## config.mk

```make
export PLATFORM = sky130hd
export DESIGN_NAME = quorum_double_slot_commit_tracker
export DESIGN_NICKNAME = d
export VERILOG_FILES = /design/src/qdsct_pkg.sv /design/src/quorum_double_slot_commit_tracker.sv /design/src/qdsct_in_reg.sv /design/src/qdsct_core.sv
export SDC_FILE = /design/constraint.sdc
export NUM_CORES = 1
export LEC_CHECK = 0
export BUFFER_PORTS_ARGS = -buffer_cell sky130_fd_sc_hd__buf_2
export CAP_MARGIN = 20
export CORE_MARGIN = 4
export CORE_UTILIZATION = 50
export CTS_CLUSTER_DIAMETER = 50
export DETAILED_ROUTE_END_ITERATION = 12
export GPL_TIMING_DRIVEN = 0
export PLACE_DENSITY = 0.77
export SLEW_MARGIN = 20
export SYNTH_ARGS = -nofsm -noshare
export SYNTH_HDL_FRONTEND = slang
export SYNTH_SLANG_ARGS = --single-unit
```

## constraint.sdc

```tcl
create_clock -name clk -period 2.91 [get_ports clk]
set_input_delay 0.291 -clock clk [delete_from_list [all_inputs] [get_ports clk]]
set_output_delay 0.291 -clock clk [all_outputs]
set_load 0.005 [all_outputs]
```

## src/qdsct_pkg.sv

```systemverilog
`default_nettype none

package qdsct_pkg;

    localparam int CNT_W    = 5;
    localparam int GEN_W    = 32;
    localparam int ERR_W    = 8;
    localparam int PARITY_W = 4;

    localparam logic [PARITY_W-1:0] PARITY_RESET = 4'd1;

    localparam logic [ERR_W-1:0] ERR_NONE = 8'd0;
    localparam logic [ERR_W-1:0] ERR_IO   = 8'd5;
    localparam logic [ERR_W-1:0] ERR_BUSY = 8'd16;

    typedef enum logic [1:0] {
        REQ_START       = 2'd0,
        REQ_COMPLETE    = 2'd1,
        REQ_LOAD_COPY   = 2'd2,
        REQ_LOAD_FINISH = 2'd3
    } req_t;

    typedef enum logic [2:0] {
        STATUS_OK          = 3'd0,
        STATUS_BUSY        = 3'd1,
        STATUS_NO_DISK     = 3'd2,
        STATUS_NOTHING     = 3'd3,
        STATUS_UNEXPECTED  = 3'd4
    } status_t;

    typedef struct packed {
        req_t             req_type;
        logic [CNT_W-1:0] writable_count;
        logic [CNT_W-1:0] submitted_count;
        logic [ERR_W-1:0] submit_error;
        logic             write_ok;
        logic             copy_valid;
        logic             copy_slot;
        logic [GEN_W-1:0] copy_generation;
    } item_t;

    typedef struct packed {
        status_t          status;
        logic             durable_event;
        logic             drained_event;
        logic [ERR_W-1:0] result_code;
        logic             write_slot;
        logic [GEN_W-1:0] current_generation;
        logic             current_slot;
        logic             loaded;
    } result_t;

endpackage

`default_nettype wire

```

## src/quorum_double_slot_commit_tracker.sv

```systemverilog
// Quorum commit tracker for double-buffered replicated metadata. The block takes one item
// per clock cycle while in_stall is low and gives exactly one result item for each. The
// accepting edge loads the input register; the result register is loaded from it after a
// single pass through the state update logic, once the result side can move. The tracker
// state is updated in that same pass, so back-to-back items see each other's effects with
// no bubbles. At most two items are held, one in each register. Once both are full, a
// stalled result stalls the input in the same cycle. The parity count register resets to
// one and may be written at any time the block is idle; cfg_ready is always high.
`default_nettype none

module quorum_double_slot_commit_tracker
    import qdsct_pkg::*;
#(
    parameter int MAX_DISKS = 16
)
(
    input  wire logic                clk,
    input  wire logic                rst_n,

    input  wire logic                in_valid,
    output logic                     in_stall,
    input  wire logic [1:0]          req_type,
    input  wire logic [CNT_W-1:0]    writable_count,
    input  wire logic [CNT_W-1:0]    submitted_count,
    input  wire logic [ERR_W-1:0]    submit_error,
    input  wire logic                write_ok,
    input  wire logic                copy_valid,
    input  wire logic                copy_slot,
    input  wire logic [GEN_W-1:0]    copy_generation,

    output logic                     out_valid,
    input  wire logic                out_stall,
    output logic [2:0]               status,
    output logic                     durable_event,
    output logic                     drained_event,
    output logic [ERR_W-1:0]         result_code,
    output logic                     write_slot,
    output logic [GEN_W-1:0]         current_generation,
    output logic                     current_slot,
    output logic                     loaded,

    input  wire logic                cfg_valid,
    output logic                     cfg_ready,
    input  wire logic [PARITY_W-1:0] parity_count
);

    item_t   in_item;
    item_t   s1_item;
    logic    s1_valid;
    logic    can_move;
    logic    fire;
    result_t core_result;

    logic    out_valid_reg;
    logic    out_valid_next;
    result_t result_reg;

    assign in_item.req_type        = req_t'(req_type);
    assign in_item.writable_count  = writable_count;
    assign in_item.submitted_count = submitted_count;
    assign in_item.submit_error    = submit_error;
    assign in_item.write_ok        = write_ok;
    assign in_item.copy_valid      = copy_valid;
    assign in_item.copy_slot       = copy_slot;
    assign in_item.copy_generation = copy_generation;

    assign can_move  = !out_valid_reg || !out_stall;
    assign fire      = s1_valid && can_move;
    assign cfg_ready = 1'b1;

    qdsct_in_reg u_in_reg (
        .clk              (clk),
        .rst_n            (rst_n),
        .in_valid         (in_valid),
        .in_stall         (in_stall),
        .in_item          (in_item),
        .downstream_ready (can_move),
        .item_valid       (s1_valid),
        .item             (s1_item)
    );

    qdsct_core #(
        .MAX_DISKS (MAX_DISKS)
    ) u_core (
        .clk      (clk),
        .rst_n    (rst_n),
        .cfg_we   (cfg_valid && cfg_ready),
        .cfg_data (parity_count),
        .fire     (fire),
        .item     (s1_item),
        .result   (core_result)
    );

    assign out_valid_next = fire ? 1'b1 : (out_valid_reg && out_stall);

    always_ff @(posedge clk or negedge rst_n)
    begin
        if (!rst_n)
        begin
            out_valid_reg <= 1'b0;
        end
        else
        begin
            out_valid_reg <= out_valid_next;
        end
    end

    always_ff @(posedge clk)
    begin
        if (fire)
        begin
            result_reg <= core_result;
        end
    end

    assign out_valid          = out_valid_reg;
    assign status             = result_reg.status;
    assign durable_event      = result_reg.durable_event;
    assign drained_event      = result_reg.drained_event;
    assign result_code        = result_reg.result_code;
    assign write_slot         = result_reg.write_slot;
    assign current_generation = result_reg.current_generation;
    assign current_slot       = result_reg.current_slot;
    assign loaded             = result_reg.loaded;

endmodule

`default_nettype wire

```

## src/qdsct_in_reg.sv

```systemverilog
`default_nettype none

module qdsct_in_reg
    import qdsct_pkg::*;
(
    input  wire logic  clk,
    input  wire logic  rst_n,
    input  wire logic  in_valid,
    output logic       in_stall,
    input  wire item_t in_item,
    input  wire logic  downstream_ready,
    output logic       item_valid,
    output item_t      item
);

    logic  valid_reg;
    logic  valid_next;
    item_t item_reg;

    // The register holds its item only while the result side cannot move.
    assign in_stall   = valid_reg && !downstream_ready;
    assign valid_next = in_stall ? valid_reg : in_valid;

    always_ff @(posedge clk or negedge rst_n)
    begin
        if (!rst_n)
        begin
            valid_reg <= 1'b0;
        end
        else
        begin
            valid_reg <= valid_next;
        end
    end

    always_ff @(posedge clk)
    begin
        if (!in_stall && in_valid)
        begin
            item_reg <= in_item;
        end
    end

    assign item_valid = valid_reg;
    assign item       = item_reg;

endmodule

`default_nettype wire

```

## src/qdsct_core.sv

```systemverilog
`default_nettype none

module qdsct_core
    import qdsct_pkg::*;
#(
    parameter int MAX_DISKS = 16
)
(
    input  wire logic                clk,
    input  wire logic                rst_n,
    input  wire logic                cfg_we,
    input  wire logic [PARITY_W-1:0] cfg_data,
    input  wire logic                fire,
    input  wire item_t               item,
    output result_t                  result
);

    logic [PARITY_W-1:0] parity_reg;

    logic             busy_reg,        busy_next;
    logic [GEN_W-1:0] gen_reg,         gen_next;
    logic             active_reg,      active_next;
    logic             pending_reg,     pending_next;
    logic [CNT_W-1:0] outstanding_reg, outstanding_next;
    logic [CNT_W-1:0] success_reg,     success_next;
    logic [CNT_W-1:0] quorum_reg,      quorum_next;
    logic             acked_reg,       acked_next;
    logic [ERR_W-1:0] first_err_reg,   first_err_next;
    logic             have_best_reg,   have_best_next;
    logic [GEN_W-1:0] best_gen_reg,    best_gen_next;
    logic             best_slot_reg,   best_slot_next;

    always_comb
    begin
        logic [CNT_W-1:0] wr_sat;
        logic [CNT_W-1:0] sub_sat;
        logic [CNT_W-1:0] q;

        busy_next        = busy_reg;
        gen_next         = gen_reg;
        active_next      = active_reg;
        pending_next     = pending_reg;
        outstanding_next = outstanding_reg;
        success_next     = success_reg;
        quorum_next      = quorum_reg;
        acked_next       = acked_reg;
        first_err_next   = first_err_reg;
        have_best_next   = have_best_reg;
        best_gen_next    = best_gen_reg;
        best_slot_next   = best_slot_reg;

        result.status        = STATUS_OK;
        result.durable_event = 1'b0;
        result.drained_event = 1'b0;
        result.result_code   = ERR_NONE;
        result.loaded        = 1'b0;

        wr_sat = item.writable_count;
        if (32'(item.writable_count) > 32'(MAX_DISKS))
        begin
            wr_sat = CNT_W'(MAX_DISKS);
        end
        sub_sat = (item.submitted_count > wr_sat) ? wr_sat : item.submitted_count;
        q       = CNT_W'(parity_reg) + CNT_W'(1);

        unique case (item.req_type)
            REQ_START:
            begin
                if (busy_reg)
                begin
                    result.status      = STATUS_BUSY;
                    result.result_code = ERR_BUSY;
                end
                else if (wr_sat == '0)
                begin
                    result.status      = STATUS_NO_DISK;
                    result.result_code = ERR_IO;
                end
                else
                begin
                    gen_next         = gen_reg + GEN_W'(1);
                    pending_next     = !active_reg;
                    quorum_next      = (wr_sat < q) ? wr_sat : q;
                    success_next     = '0;
                    acked_next       = 1'b0;
                    first_err_next   = item.submit_error;
                    outstanding_next = sub_sat;
                    // With nothing submitted the persist rolls back at once.
                    if (sub_sat == '0)
                    begin
                        busy_next          = 1'b0;
                        result.status      = STATUS_NOTHING;
                        result.result_code = (item.submit_error != ERR_NONE) ?
                                             item.submit_error : ERR_IO;
                    end
                    else
                    begin
                        busy_next = 1'b1;
                    end
                end
            end
            REQ_COMPLETE:
            begin
                if (!busy_reg || outstanding_reg == '0)
                begin
                    result.status = STATUS_UNEXPECTED;
                end
                else
                begin
                    success_next = success_reg + CNT_W'(item.write_ok);
                    if (!item.write_ok && first_err_reg == ERR_NONE)
                    begin
                        first_err_next = ERR_IO;
                    end
                    if (!acked_reg && success_next >= quorum_reg)
                    begin
                        acked_next           = 1'b1;
                        active_next          = pending_reg;
                        result.durable_event = 1'b1;
                    end
                    outstanding_next = outstanding_reg - CNT_W'(1);
                    if (outstanding_next == '0)
                    begin
                        busy_next            = 1'b0;
                        result.drained_event = 1'b1;
                        // A persist that never reached quorum reports its error now.
                        if (!acked_next)
                        begin
                            result.durable_event = 1'b1;
                            result.result_code   = (first_err_next != ERR_NONE) ?
                                                   first_err_next : ERR_IO;
                        end
                    end
                end
            end
            REQ_LOAD_COPY:
            begin
                if (item.copy_valid && (!have_best_reg || item.copy_generation > best_gen_reg))
                begin
                    have_best_next = 1'b1;
                    best_gen_next  = item.copy_generation;
                    best_slot_next = item.copy_slot;
                end
            end
            REQ_LOAD_FINISH:
            begin
                if (have_best_reg)
                begin
                    gen_next      = best_gen_reg;
                    active_next   = best_slot_reg;
                    result.loaded = 1'b1;
                end
                have_best_next = 1'b0;
                best_gen_next  = '0;
                best_slot_next = 1'b0;
            end
            default:
            begin
                result.status = STATUS_OK;
            end
        endcase

        result.write_slot         = pending_next;
        result.current_generation = gen_next;
        result.current_slot       = active_next;
    end

    always_ff @(posedge clk or negedge rst_n)
    begin
        if (!rst_n)
        begin
            parity_reg <= PARITY_RESET;
        end
        else if (cfg_we)
        begin
            parity_reg <= cfg_data;
        end
    end

    always_ff @(posedge clk or negedge rst_n)
    begin
        if (!rst_n)
        begin
            busy_reg        <= 1'b0;
            gen_reg         <= '0;
            active_reg      <= 1'b0;
            pending_reg     <= 1'b0;
            outstanding_reg <= '0;
            success_reg     <= '0;
            quorum_reg      <= '0;
            acked_reg       <= 1'b0;
            first_err_reg   <= '0;
            have_best_reg   <= 1'b0;
            best_gen_reg    <= '0;
            best_slot_reg   <= 1'b0;
        end
        else if (fire)
        begin
            busy_reg        <= busy_next;
            gen_reg         <= gen_next;
            active_reg      <= active_next;
            pending_reg     <= pending_next;
            outstanding_reg <= outstanding_next;
            success_reg     <= success_next;
            quorum_reg      <= quorum_next;
            acked_reg       <= acked_next;
            first_err_reg   <= first_err_next;
            have_best_reg   <= have_best_next;
            best_gen_reg    <= best_gen_next;
            best_slot_reg   <= best_slot_next;
        end
    end

endmodule

`default_nettype wire

```

==> flow_summary.toml <==
[run_status]
status = "complete, no violations"

[die]
io_pins = 115
die_h_microns = 153
coreArea_sq_um = 20500
start_util_pct = 51.3
fp.dieW_microns = 153
std_cell_rows = 52
dieArea_sq_um = 23400

[worst_hold_path]
whs_path_depth = 2
hold_class = "in -> reg"
min_from = "cfg_valid"
hold_end = "u_core.parity_reg[2]"

[layout]
final_util_pct = 63.8
num-nets-final = 1301
drive_above_1_share_pct = 19.3
largest_reg_flops = 55
antenna_cells = 0
final_cells = 1471
area_growth_pct = 24.2

[sta]
worstMarginPinSlew_ns = 0.820
max_freq_mhz = 357
hold_slack_ns = 0.0855
fin_crit_ns = 2.80
setup_viol = 0
finalHoldViolCount = 0
worst_slack_ns = 0.112
relSlewSlack_pct = 44.6
min_period_over_period_pct = 96.2
clock_skew_ns = 0.0227
finalMaxSlewViolations = 0

[clock_network]
cts_sinks = 202
clockBufferDepth = 3
root_buffer = "clkbuf_16"
clk_pin_slew_ns = 0.06
worst_skew_pair.late_latency_ns = 0.54
tritoncts = "built"
cts_inserted_buffers = 27
htreeDepth = 1

[route]
via_per_inst = 5.76
detail-route-antenna-nets = 0
wirelength_mm = 27.0
vias = 8469
drtPass1Iterations = 5
drc_errors = 0
drt_iter0_markers = 610
wl_per_cell_microns = 18.3

[placed_design]
dp_cells = 1352
gp_congestion = 0.956
portBuffers = 113
hpwl_mm = 18.2
dp_slack_ns = -0.180

[critical_path]
reg2reg_depth = 8
startpoint_type = "register"
path_delay_family = "buffers and inverters"
path_buf_inv = 4
rrSetupSlack_ns = 0.11
crit_top_cell = "clkbuf_2"
cp_max_fo = 10
critical_path_arrival_ns = 3.04
timing.rr.end = "current_generation[10]"
cp.required_ns = 3.15
crit_slowest_cell = "edfxtp_1"
critical_path.cell_chain = "inv_1 -> ha_1 -> clkbuf_1 -> nor2_1 -> clkbuf_2 -> clkbuf_2 -> nand2_1 -> o311ai_0"
max_stage_delay_ns = 0.42
r2r_start = "u_in_reg.item[53]"
crit_path_end_kind = "register"
path_class = "reg -> reg"

[synth]
ys_ff_latch = 202
ys_warn_count = 0
synth_flop_cell = "edfxtp_1"
synth_area_sq_um = 10500
synth_area_per_cell_sq_um = 10.9
synthCells = 966
synth_nets = 1087
synth_edf_count = 103
synth_cell_types = 69
ys_seq_area_share_pct = 52.9
async_flop_share_pct = 49.0

[grt]
grt_overflow = 0
grt_max_degree = 62
antenna_found_initial = 1
grt_pass1_vias = 8198
gr-usage-all-layers_pct = 22.7
grt_first_pass_wirelength_mm = 43.5

[power]
power_density_nw_per_um2 = 778
vdd_drop_max_mv = 0.542
p_leak_uw = 0.00572

[run]
max_cap_viol_count = 0
## synthesized netlist by cell type, types with 6 or more instances
master,n,area [sq um]
nand2b_1,8,50.1
nor3_1,32,160
a21oi_1,41,205
nand2_1,120,450
edfxtp_1,103,3090
mux2i_1,44,440
a31oi_1,6,37.5
clkbuf_1,24,90.1
a22o_1,6,52.6
a211oi_1,6,45.0
xnor2_1,8,70.1
a221o_1,21,210
o21ai_0,79,395
mux2_2,25,282
o211ai_1,6,45.0
nand3_1,31,155
nor4_1,10,62.6
nor2_1,36,135
and2_1,6,37.5
inv_1,64,240
nand4_1,8,50.1
a22oi_1,13,97.6
dfrtp_1,98,2450
ha_1,57,713
## worst register-to-register path, cell delays in order (launching register included)
cell and delay, ns:
edfxtp_1 0.42, inv_1 0.09, ha_1 0.35, clkbuf_1 0.27, nor2_1 0.41, clkbuf_2 0.36
clkbuf_2 0.32, nand2_1 0.09, o311ai_0 0.21
## how the worst max path moves through the flow
stage,cells past startpoint,slack (ns),endpoint,start
6_report,8,0.11,current_generation[10],u_in_reg.item[53]
4_1_cts,8,-0.01,current_generation[13],u_in_reg.item[53]
3_5_place_dp,8,-0.18,current_generation[10],u_in_reg.item[53]
2_1_floorplan,5,0.07,u_core.gen_reg[0],out_valid
5_1_grt,12,-0.03,result_code[4],u_in_reg.item[34]
3_3_place_gp,7,-0.77,u_core.active_reg,out_stall
## power breakdown
group	switching, uW	internal (uW)
Clock	1300	1900
Sequential	631	3760
Combinational	1420	1160
## what timing repair did
item,4_1_cts,5_1_grt
cloned,0,0
buffers inserted,0,6
hold buffers,63,0
pin swaps,0,1
setup endpoints to repair,9,54
resized for setup,4,5
endpoints found under the hold margin,99,0
## cell families after synthesis
logic type / Yosys count / synth area share [%]
and+or+nand+nor: 291 / 13.5
AOI/OAI and AO/OA: 225 / 14.3
DFF: 202 / 52.9
buffers and inverters: 109 / 4.48
muxes: 71 / 7.15
adders and majority gates: 57 / 6.78
xor gates and xnor gates: 10 / 0.832
other: 1 / 0.0356
## final cells by class
class | instances | area (sq um)
fillers | 1615 | 7430
inverters | 68 | 255
repair buffers | 185 | 1300
flip-flops and latches | 202 | 5570
multi-input cells | 655 | 4510
clock inverters | 19 | 176
plain buffers | 41 | 223
clock buffers | 31 | 691
well taps | 270 | 338
## layer usage
metal	routed length (microns)	share of wire, %	vias up	GRT usage, %
met4	782	2.9	2	6.11
met3	2140	7.9	62	3.93
met5	13	0.048	-	0
met2	12900	48	385	38.3
li1	-	-	4029	-
met1	11200	41	3991	30.4
## through the flow
| stage | power, uW | instance area, sq um | setup TNS [ns] |
|---|---|---|---|
| final | 10200 | 13100 | 0 |
| after global routing | 10800 | 13100 | -0.0293 |
| after CTS | 10200 | 13000 | -0.0113 |
| after detailed placement | 6870 | 11500 | -0.722 |
| after global placement | 6750 | 11400 | -39.48 |
| after floorplan | 5980 | 10500 | 0 |
## placed cells by master (no fill, tap or decap), drive strengths merged, types with 4 or more instances in the layout
master       count
buf            136
nand2          120
edfxtp         103
dfrtp           98
o21ai           79
inv             70
dlygate4sd3     63
ha              57
clkbuf          55
mux2i           44
a21oi           41
nor2            36
nor3            35
nand3           32
mux2            27
a221o           21
clkinv          14
a22oi           13
nor4            11
nand4            9
xnor2            8
nand2b           8
and3             7
a211oi           6
a31oi            6
o211ai           6
a22o             6
and2             6
nor2b            5
or3              5
or2              5
o21a             5
a21o             5
o311ai           5
and4             4
o31a             4
or4              4
o22ai            4
No activity file was read; power rests on OpenSTA's default activity.
